===== config.mk =====
export PLATFORM = sky130hd
export DESIGN_NAME = vector_angle_atan2_core
export DESIGN_NICKNAME = d
export VERILOG_FILES = /design/src/rtl/vaa_pkg.sv /design/src/rtl/vaa_front.sv /design/src/rtl/vaa_queue.sv /design/src/rtl/vaa_back.sv /design/src/rtl/vector_angle_atan2_core.sv
export SDC_FILE = /design/constraint.sdc
export NUM_CORES = 2
export LEC_CHECK = 0
export ABC_CLOCK_PERIOD_IN_PS = 4900
export BUFFER_PORTS_ARGS = -buffer_cell sky130_fd_sc_hd__clkbuf_2
export CORE_ASPECT_RATIO = 1.75
export CORE_MARGIN = 5
export CORE_UTILIZATION = 55
export CTS_CLUSTER_DIAMETER = 100
export DETAILED_ROUTE_END_ITERATION = 6
export GPL_TIMING_DRIVEN = 0
export MAX_ROUTING_LAYER = met4
export PLACE_DENSITY_LB_ADDON = 0.2
export SLEW_MARGIN = 20
export SYNTH_ARGS = -nofsm -noshare
export SYNTH_HDL_FRONTEND = slang
export SYNTH_HIERARCHICAL = 1
export SYNTH_SLANG_ARGS = --single-unit

===== constraint.sdc =====
create_clock -name clk -period 4.9 [get_ports clk]
set_input_delay 0.245 -clock clk [delete_from_list [all_inputs] [get_ports clk]]
set_output_delay 0.245 -clock clk [all_outputs]
set_load 0.05 [all_outputs]

===== src/rtl/vaa_pkg.sv =====
`default_nettype none
package vaa_pkg;

    localparam int COORD_WIDTH  = 16;
    localparam int CORDIC_STEPS = 14;
    localparam int ANGLE_W      = 16;
    localparam int PRE_SHIFT    = 28;
    localparam int GUARD_W      = 3;
    localparam int XY_W         = GUARD_W + COORD_WIDTH + PRE_SHIFT;
    localparam int Z_W          = 32;
    localparam int TABLE_LEN    = 30;
    localparam int ATAN_IDX_W   = $clog2(TABLE_LEN);
    localparam int ROUND_SHIFT  = 17;
    localparam int QUEUE_DEPTH  = 2;
    localparam int QPTR_W       = $clog2(QUEUE_DEPTH);
    localparam int QCNT_W       = $clog2(QUEUE_DEPTH + 1);

    localparam logic [COORD_WIDTH-1:0] COORD_ONE    = COORD_WIDTH'(1);
    localparam logic signed [Z_W-1:0]  HALF_PI_Q30  = 32'sd1686629713;
    localparam logic signed [Z_W-1:0]  ROUND_BIAS   = 32'sd65536;
    localparam logic signed [ANGLE_W-1:0] HALF_PI_Q13 = 16'sd12868;
    localparam logic signed [ANGLE_W-1:0] PI_Q13      = 16'sd25736;

    typedef struct packed {
        logic signed [COORD_WIDTH-1:0] dx;
        logic signed [COORD_WIDTH-1:0] dy;
    } vaa_req_t;

    typedef struct packed {
        logic signed [ANGLE_W-1:0] angle;
        logic                      undefined_angle;
    } vaa_res_t;

    // Quadrant and degenerate-axis flags decided by the front end.
    typedef struct packed {
        logic xneg;
        logic yneg;
        logic x_zero;
        logic y_zero;
    } vaa_tag_t;

    typedef struct packed {
        logic [COORD_WIDTH-1:0] mag_x;
        logic [COORD_WIDTH-1:0] mag_y;
        vaa_tag_t               tag;
    } vaa_item_t;

    typedef struct packed {
        logic signed [XY_W-1:0] x;
        logic signed [XY_W-1:0] y;
        logic signed [Z_W-1:0]  z;
        vaa_tag_t               tag;
    } vaa_cordic_t;

    // atan(2^-i) in Q.30, rounded to nearest.
    function automatic logic signed [Z_W-1:0] atan_q30(input logic [ATAN_IDX_W-1:0] idx);
        logic signed [Z_W-1:0] v;
        unique case (idx)
            5'd0:  v = 32'sd843314857;
            5'd1:  v = 32'sd497837830;
            5'd2:  v = 32'sd263043837;
            5'd3:  v = 32'sd133525159;
            5'd4:  v = 32'sd67021687;
            5'd5:  v = 32'sd33543516;
            5'd6:  v = 32'sd16775851;
            5'd7:  v = 32'sd8388437;
            5'd8:  v = 32'sd4194283;
            5'd9:  v = 32'sd2097149;
            5'd10: v = 32'sd1048576;
            5'd11: v = 32'sd524288;
            5'd12: v = 32'sd262144;
            5'd13: v = 32'sd131072;
            5'd14: v = 32'sd65536;
            5'd15: v = 32'sd32768;
            5'd16: v = 32'sd16384;
            5'd17: v = 32'sd8192;
            5'd18: v = 32'sd4096;
            5'd19: v = 32'sd2048;
            5'd20: v = 32'sd1024;
            5'd21: v = 32'sd512;
            5'd22: v = 32'sd256;
            5'd23: v = 32'sd128;
            5'd24: v = 32'sd64;
            5'd25: v = 32'sd32;
            5'd26: v = 32'sd16;
            5'd27: v = 32'sd8;
            5'd28: v = 32'sd4;
            5'd29: v = 32'sd2;
            default: v = '0;
        endcase
        return v;
    endfunction

endpackage
`default_nettype wire


===== src/rtl/vaa_front.sv =====
`default_nettype none
module vaa_front (
    input  wire logic              clk,
    input  wire logic              rst_n,
    input  wire logic              start,
    output logic                   busy,
    input  wire vaa_pkg::vaa_req_t req,
    input  wire logic              q_full,
    output logic                   push,
    output vaa_pkg::vaa_item_t     item
);
    import vaa_pkg::*;

    logic                   valid_reg, valid_next;
    vaa_item_t              item_reg, item_next;
    logic                   accept;
    logic [COORD_WIDTH-1:0] dx_u, dy_u;

    assign busy   = valid_reg & q_full;
    assign push   = valid_reg & ~q_full;
    assign accept = start & ~busy;
    assign item   = item_reg;

    assign dx_u = req.dx;
    assign dy_u = req.dy;

    // Classify: signs, axis hits, magnitudes (the most negative value maps to 2^(W-1)).
    always_comb
    begin
        item_next.tag.xneg   = dx_u[COORD_WIDTH-1];
        item_next.tag.yneg   = dy_u[COORD_WIDTH-1];
        item_next.tag.x_zero = (dx_u == '0);
        item_next.tag.y_zero = (dy_u == '0);
        item_next.mag_x      = dx_u[COORD_WIDTH-1] ? (~dx_u + COORD_ONE) : dx_u;
        item_next.mag_y      = dy_u[COORD_WIDTH-1] ? (~dy_u + COORD_ONE) : dy_u;
    end

    always_comb
    begin
        if (accept)
        begin
            valid_next = 1'b1;
        end
        else if (push)
        begin
            valid_next = 1'b0;
        end
        else
        begin
            valid_next = valid_reg;
        end
    end

    always_ff @(posedge clk or negedge rst_n)
    begin
        if (!rst_n)
        begin
            valid_reg <= 1'b0;
        end
        else
        begin
            valid_reg <= valid_next;
        end
    end

    always_ff @(posedge clk)
    begin
        if (accept)
        begin
            item_reg <= item_next;
        end
    end

endmodule
`default_nettype wire


===== src/rtl/vaa_queue.sv =====
`default_nettype none
module vaa_queue (
    input  wire logic               clk,
    input  wire logic               rst_n,
    input  wire logic               push,
    input  wire vaa_pkg::vaa_item_t wdata,
    output logic                    full,
    output logic                    valid,
    input  wire logic               pop,
    output vaa_pkg::vaa_item_t      rdata
);
    import vaa_pkg::*;

    vaa_item_t          entry_reg [QUEUE_DEPTH];
    logic [QPTR_W-1:0]  wr_ptr_reg, wr_ptr_next;
    logic [QPTR_W-1:0]  rd_ptr_reg, rd_ptr_next;
    logic [QCNT_W-1:0]  count_reg, count_next;
    logic               do_pop;

    assign full   = (count_reg == QCNT_W'(QUEUE_DEPTH));
    assign valid  = (count_reg != '0);
    assign do_pop = pop & valid;
    assign rdata  = entry_reg[rd_ptr_reg];

    always_comb
    begin
        wr_ptr_next = push   ? QPTR_W'(wr_ptr_reg + 1'b1) : wr_ptr_reg;
        rd_ptr_next = do_pop ? QPTR_W'(rd_ptr_reg + 1'b1) : rd_ptr_reg;
        case ({push, do_pop})
            2'b10:   count_next = QCNT_W'(count_reg + 1'b1);
            2'b01:   count_next = QCNT_W'(count_reg - 1'b1);
            default: count_next = count_reg;
        endcase
    end

    always_ff @(posedge clk or negedge rst_n)
    begin
        if (!rst_n)
        begin
            wr_ptr_reg <= '0;
            rd_ptr_reg <= '0;
            count_reg  <= '0;
        end
        else
        begin
            wr_ptr_reg <= wr_ptr_next;
            rd_ptr_reg <= rd_ptr_next;
            count_reg  <= count_next;
        end
    end

    always_ff @(posedge clk)
    begin
        if (push)
        begin
            entry_reg[wr_ptr_reg] <= wdata;
        end
    end

endmodule
`default_nettype wire


===== src/rtl/vaa_back.sv =====
`default_nettype none
module vaa_back (
    input  wire logic               clk,
    input  wire logic               rst_n,
    input  wire logic               in_valid,
    input  wire vaa_pkg::vaa_item_t in_item,
    output logic                    pop,
    output logic                    done,
    output vaa_pkg::vaa_res_t       result
);
    import vaa_pkg::*;

    // One vectoring iteration: drive y toward zero, collect the rotation in z.
    function automatic vaa_cordic_t cordic_step(input vaa_cordic_t s, input int idx);
        vaa_cordic_t            r;
        logic signed [XY_W-1:0] xs;
        logic signed [XY_W-1:0] ys;
        xs = s.x;
        ys = s.y;
        xs = xs >>> idx;
        ys = ys >>> idx;
        r  = s;
        if (!s.y[XY_W-1])
        begin
            r.x = s.x + ys;
            r.y = s.y - xs;
            r.z = s.z + atan_q30(ATAN_IDX_W'(idx));
        end
        else
        begin
            r.x = s.x - ys;
            r.y = s.y + xs;
            r.z = s.z - atan_q30(ATAN_IDX_W'(idx));
        end
        return r;
    endfunction

    logic [CORDIC_STEPS:0]     sv_reg;
    vaa_cordic_t               st_reg [CORDIC_STEPS+1];
    vaa_cordic_t               step_next [CORDIC_STEPS];
    vaa_cordic_t               init_next;

    logic                      rv_reg;
    logic signed [ANGLE_W-1:0] a_reg, a_next;
    vaa_tag_t                  atag_reg;

    logic                      done_reg;
    vaa_res_t                  res_reg, res_next;

    logic signed [Z_W-1:0]             zc;
    logic signed [Z_W-1:0]             zr;
    logic [Z_W-ROUND_SHIFT-1:0]        qv;
    logic signed [ANGLE_W-1:0]         qa;

    vaa_cordic_t last;

    // The back end never stalls: drain the queue whenever it holds a beat.
    assign pop    = in_valid;
    assign done   = done_reg;
    assign result = res_reg;
    assign last   = st_reg[CORDIC_STEPS];

    always_comb
    begin
        init_next.x   = $signed({{GUARD_W{1'b0}}, in_item.mag_x, {PRE_SHIFT{1'b0}}});
        init_next.y   = $signed({{GUARD_W{1'b0}}, in_item.mag_y, {PRE_SHIFT{1'b0}}});
        init_next.z   = '0;
        init_next.tag = in_item.tag;
    end

    for (genvar gi = 0; gi < CORDIC_STEPS; gi++)
    begin : g_step
        assign step_next[gi] = cordic_step(st_reg[gi], gi);
    end

    // Clamp z to [0, pi/2], round half up to Q3.13, then resolve the axis cases.
    always_comb
    begin
        if (last.z < 0)
        begin
            zc = '0;
        end
        else if (last.z > HALF_PI_Q30)
        begin
            zc = HALF_PI_Q30;
        end
        else
        begin
            zc = last.z;
        end
        zr = zc + ROUND_BIAS;
        qv = zr[Z_W-1:ROUND_SHIFT];
        qa = $signed({{(ANGLE_W-Z_W+ROUND_SHIFT){1'b0}}, qv});
        if (last.tag.x_zero)
        begin
            a_next = HALF_PI_Q13;
        end
        else if (last.tag.y_zero)
        begin
            a_next = '0;
        end
        else if (qa > HALF_PI_Q13)
        begin
            a_next = HALF_PI_Q13;
        end
        else
        begin
            a_next = qa;
        end
    end

    // Fold the first-quadrant angle into the vector's quadrant.
    always_comb
    begin
        res_next.undefined_angle = atag_reg.x_zero & atag_reg.y_zero;
        if (atag_reg.x_zero && atag_reg.y_zero)
        begin
            res_next.angle = '0;
        end
        else if (atag_reg.yneg && !atag_reg.xneg)
        begin
            res_next.angle = -a_reg;
        end
        else if (atag_reg.yneg && atag_reg.xneg)
        begin
            res_next.angle = a_reg - PI_Q13;
        end
        else if (atag_reg.xneg)
        begin
            res_next.angle = PI_Q13 - a_reg;
        end
        else
        begin
            res_next.angle = a_reg;
        end
    end

    always_ff @(posedge clk or negedge rst_n)
    begin
        if (!rst_n)
        begin
            sv_reg   <= '0;
            rv_reg   <= 1'b0;
            done_reg <= 1'b0;
        end
        else
        begin
            sv_reg   <= {sv_reg[CORDIC_STEPS-1:0], in_valid};
            rv_reg   <= sv_reg[CORDIC_STEPS];
            done_reg <= rv_reg;
        end
    end

    always_ff @(posedge clk)
    begin
        st_reg[0] <= init_next;
        for (int k = 0; k < CORDIC_STEPS; k++)
        begin
            st_reg[k+1] <= step_next[k];
        end
        a_reg    <= a_next;
        atag_reg <= last.tag;
        res_reg  <= res_next;
    end

endmodule
`default_nettype wire


===== src/rtl/vector_angle_atan2_core.sv =====
`default_nettype none
// Four-quadrant arctangent of a signed 2-D vector (dx, dy), returned as radians
// in signed Q3.13 over [-pi, pi], with pi = 25736. Raise start with a vector on
// req; the beat is taken at any rising edge where start is high and busy is low.
// A new vector can be taken every cycle while busy is low. Each beat yields
// exactly one result, shown on result for a single cycle with done high. The
// result passes, in order, through the classify register, the queue, the
// CORDIC pipeline (a load stage plus one stage per vectoring step), the round
// stage and the output register.
// The receiver cannot stall: capture result in the cycle done is high, or it
// is lost. A zero vector gives angle 0 with undefined_angle set; a vector on
// the y axis gives exactly +/-pi/2, and one on the negative x axis gives pi.
// busy rises only when the queue between front and back end is full.
module vector_angle_atan2_core (
    input  wire logic              clk,
    input  wire logic              rst_n,
    input  wire logic              start,
    output logic                   busy,
    input  wire vaa_pkg::vaa_req_t req,
    output logic                   done,
    output vaa_pkg::vaa_res_t      result
);
    import vaa_pkg::*;

    // Front end to queue.
    logic      push;
    logic      q_full;
    vaa_item_t f_item;

    // Queue to back end.
    logic      q_valid;
    logic      pop;
    vaa_item_t q_item;

    // Classify the beat: signs, axis hits and magnitudes.
    vaa_front u_front (
        .clk    (clk),
        .rst_n  (rst_n),
        .start  (start),
        .busy   (busy),
        .req    (req),
        .q_full (q_full),
        .push   (push),
        .item   (f_item)
    );

    // Decouple classification from the CORDIC pipeline.
    vaa_queue u_queue (
        .clk   (clk),
        .rst_n (rst_n),
        .push  (push),
        .wdata (f_item),
        .full  (q_full),
        .valid (q_valid),
        .pop   (pop),
        .rdata (q_item)
    );

    // Run the vectoring pipeline, round and fold into the quadrant.
    vaa_back u_back (
        .clk      (clk),
        .rst_n    (rst_n),
        .in_valid (q_valid),
        .in_item  (q_item),
        .pop      (pop),
        .done     (done),
        .result   (result)
    );

endmodule
`default_nettype wire


==> reports/metrics.yaml <==
grt:
  grt_start_max_net_pins: 29
  grt_pass1_wl_um: 465000
  grt_pass1_vias: 83400
  globalRoute.totalOverflow: 0
  antenna_found_initial: 16
  grt.total_usage: 0.333
route:
  drt_pass1_iterations: 7
  drt_iter0_markers: 3901
  totalWireLength_um: 314000
  drc: 2
  antenna_left: 0
  num_vias: 83100
  viasPerCell: 5.94
  detail_route.wl_per_cell_um: 22.5
layout:
  layout.nets: 12700
  drive_gt1_frac: 0.102
  layout_commonest_cell: "dfxtp_1"
  area.growth.synth_to_final_pct: 14.4
  largest_reg_flops: 1293
  mostFrequentLayoutCells: "1299 x dfxtp_1, 1095 x a21oi_1, 1079 x ha_1"
  nFillCells: 15200
  postLayoutCoreUtil: 0.631
yosys:
  ys_warn_count: 6
  ys_types: 110
  avgSynthCellArea_sq_um: 8.74
  ys_ff_latch: 1459
  netlist_area_sq_mm: 0.0970
  synth_edf_count: 108
  syn_inst: 11100
  async_flop_share: 0.0151
  synth_flop_cell: "dfxtp_1"
  synth_sequential_area_ratio: 0.313
worst_setup_path:
  crit-reg2reg-launch: "u_back/st_reg[1][493]$_DFF_P_"
  start_kind: "register"
  cp.required_ps: 5580
  path_cells: "or4_4, nor4_4, nand2b_1, nor3_2, nand2b_1, nor3_4, nor2_1, xnor2_1, ha_2, nand3_4, nor4_4, o21ai_4, a31o_4, o311a_4, a21oi_4, a31oi_4, o21ai_2, a21o_1, a221oi_2, xnor2_1"
  path_class: "reg -> reg"
  crit_fanout: 4
  rr_worst_depth: 20
  endpoint_kind: "register"
  worst_r2r_endpoint: "u_back/st_reg[1][601]$_DFF_P_"
  cp.arrival_ps: 5750
  slowest_delay_ps: 570
  r2r_slack_ps: -180
  crit_path_top_delay_cell: "or4_4"
clocking:
  htreeDepth: 4
  clk_pin_slew_ps: 60
  clk_latency_ps: 830
  clk_path_buf_depth: 4
  cts-buffers-inserted: 150
  cts.sinks: 1459
  cts_tree: "done"
  cts_root_buf: "clkbuf_16"
timing:
  setup_viol: 10
  worst_slack_ps: -176
  tns_ps: -534
  worstMarginPinSlew_ps: 1480
  fin_crit_sh: 1.04
  max_freq_mhz: 197
  skew_ps: 57.7
  fin_crit_ps: 5080
  rsz0062_at_grt: "true"
  hold_viol: 0
  relSlewSlack: 0.00814
  finalMaxSlewViolations: 0
flow_run:
  drv_cap: 1
worst_hold_path:
  holdPathStages: 2
  hp-start: "req[31]"
  holdPathEnd: "u_front/item[3]$_DFFE_PP_"
  hp-class: "in -> reg"
floorplan:
  fp.dieW_um: 327
  io_pins: 54
  die-area_sq_mm: 0.185
  die_h_um: 566
  rows: 204
  start_util: 0.552
  placeableCoreArea_sq_mm: 0.176
placed_design:
  dp_slack_ps: -2860
  numPortBuffers: 53
  dp_hpwl_um: 253000
  gp_congestion: 1.08
status:
  violations: "design-rule violations, max-capacitance violations, negative setup slack"
  outcome: "finished with violations"
worst max-delay path: cells and delay by family, from the launching register on:
kind,cells,cell delay (ps)
and+or+nand+nor,9,2290
adders and majority gates,1,360
xor gates and xnor gates,2,410
DFF,1,360
AOI/OAI and AO/OA,8,1530
Yosys cell counts (23+ instances only):
| cell | instances | area share |
|---|---|---|
| o21bai_1 | 139 | 0.011 |
| dfxtp_1 | 1329 | 0.27 |
| a21oi_1 | 1162 | 0.060 |
| nand2_1 | 518 | 0.020 |
| nor3_1 | 288 | 0.015 |
| nand3_1 | 176 | 0.0091 |
| xnor2_1 | 1002 | 0.090 |
| and2_1 | 87 | 0.0056 |
| fa_1 | 24 | 0.0050 |
| a21boi_0 | 25 | 0.0019 |
| a211o_1 | 24 | 0.0022 |
| nor2b_1 | 141 | 0.0091 |
| o211ai_1 | 28 | 0.0022 |
| a31oi_1 | 124 | 0.0080 |
| nor2_1 | 1078 | 0.042 |
| nor4_1 | 117 | 0.0075 |
| mux2_2 | 35 | 0.0041 |
| and3_1 | 98 | 0.0063 |
| o31ai_1 | 51 | 0.0039 |
| or3_1 | 82 | 0.0053 |
| clkbuf_1 | 155 | 0.0060 |
| or2_2 | 32 | 0.0021 |
| a211oi_1 | 65 | 0.0050 |
| nor3b_1 | 32 | 0.0025 |
| edfxtp_1 | 108 | 0.033 |
| xor2_1 | 643 | 0.058 |
| ha_1 | 1116 | 0.14 |
| a21o_1 | 493 | 0.038 |
| or4_1 | 32 | 0.0025 |
| o41ai_1 | 52 | 0.0047 |
| a41oi_1 | 23 | 0.0021 |
| o21ai_0 | 347 | 0.018 |
| nand4_1 | 81 | 0.0052 |
| nand2b_1 | 182 | 0.012 |
| o21a_1 | 153 | 0.012 |
| o21ai_1 | 181 | 0.0093 |
| mux2_4 | 29 | 0.0045 |
| inv_1 | 426 | 0.016 |
how the worst max path moves through the flow:
stage | startpoint | endpoint | depth (start not counted)
after floorplan | u_back/st_reg[0][992]$_DFF_P_ | u_back/st_reg[1][80]$_DFF_P_ | 19
after global placement | u_back/st_reg[0][992]$_DFF_P_ | u_back/st_reg[1][82]$_DFF_P_ | 19
after detailed placement | u_back/st_reg[0][992]$_DFF_P_ | u_back/st_reg[1][82]$_DFF_P_ | 19
after CTS | u_back/st_reg[1][491]$_DFF_P_ | u_back/st_reg[1][601]$_DFF_P_ | 19
after global routing | u_back/st_reg[1][493]$_DFF_P_ | u_back/st_reg[1][601]$_DFF_P_ | 22
final | u_back/st_reg[1][493]$_DFF_P_ | u_back/st_reg[1][601]$_DFF_P_ | 20
area by class of cell:
type | count | area [sq um] | share of cell area
Multi-Input combinational cell | 9028 | 67500 | 0.609
Sequential cell | 1459 | 30500 | 0.275
Clock buffer | 186 | 4110 | 0.0371
Tap cell | 2266 | 2840 | 0.0256
Timing Repair Buffer | 304 | 2410 | 0.0218
Inverter | 435 | 1670 | 0.0150
Clock inverter | 70 | 916 | 0.00826
Buffer | 158 | 797 | 0.00718
Antenna cell | 70 | 175 | 0.00158
Timing Repair inverter | 3 | 17.5 | 0.000158
stage by stage:
step	hold slack [ps]	std cells	cell area (sq um)
floorplan	-50.6	11100	97000
global placement	254	13400	100000
detailed placement	266	13400	100000
CTS	146	13800	108000
global route	206	14000	111000
finish	210	14000	111000
logic make-up (layout without fill, tap and decap cells):
kind of cell | after synthesis | after routing | share of synthesized area
compound gates | 3124 | 3124 | 0.202
xor+xnor | 1645 | 1645 | 0.149
fa+ha+maj | 1140 | 1140 | 0.149
buf+inv | 611 | 1156 | 0.0244
flops | 1459 | 1459 | 0.313
mux | 77 | 77 | 0.00989
other cells | 2 | 73 | 0.0000774
simple gates | 3039 | 3039 | 0.152
timing repair:
item | 4_1_cts | 5_1_grt
pin swaps | 88 | 200
endpoints found under the hold margin | 81 | 0
setup endpoints to repair | 528 | 137
gates cloned | 3 | 0
hold buffers | 51 | 0
buffers inserted | 83 | 112
gates resized for setup | 412 | 346
routing by layer:
layer  vias to the layer above  share of wire  wire length (um)  track usage
li1                      40600              -                 -            -
met1                     38600           0.29             92400        0.249
met2                      2321           0.54            169000        0.640
met3                      1568          0.029              9180       0.0362
met4                         0           0.14             44000        0.364
met5                         -              0                 0            -
Power is left out: the tool's default activity adds up to more than one toggle a clock period on the data nets, which glitch-free logic cannot reach.
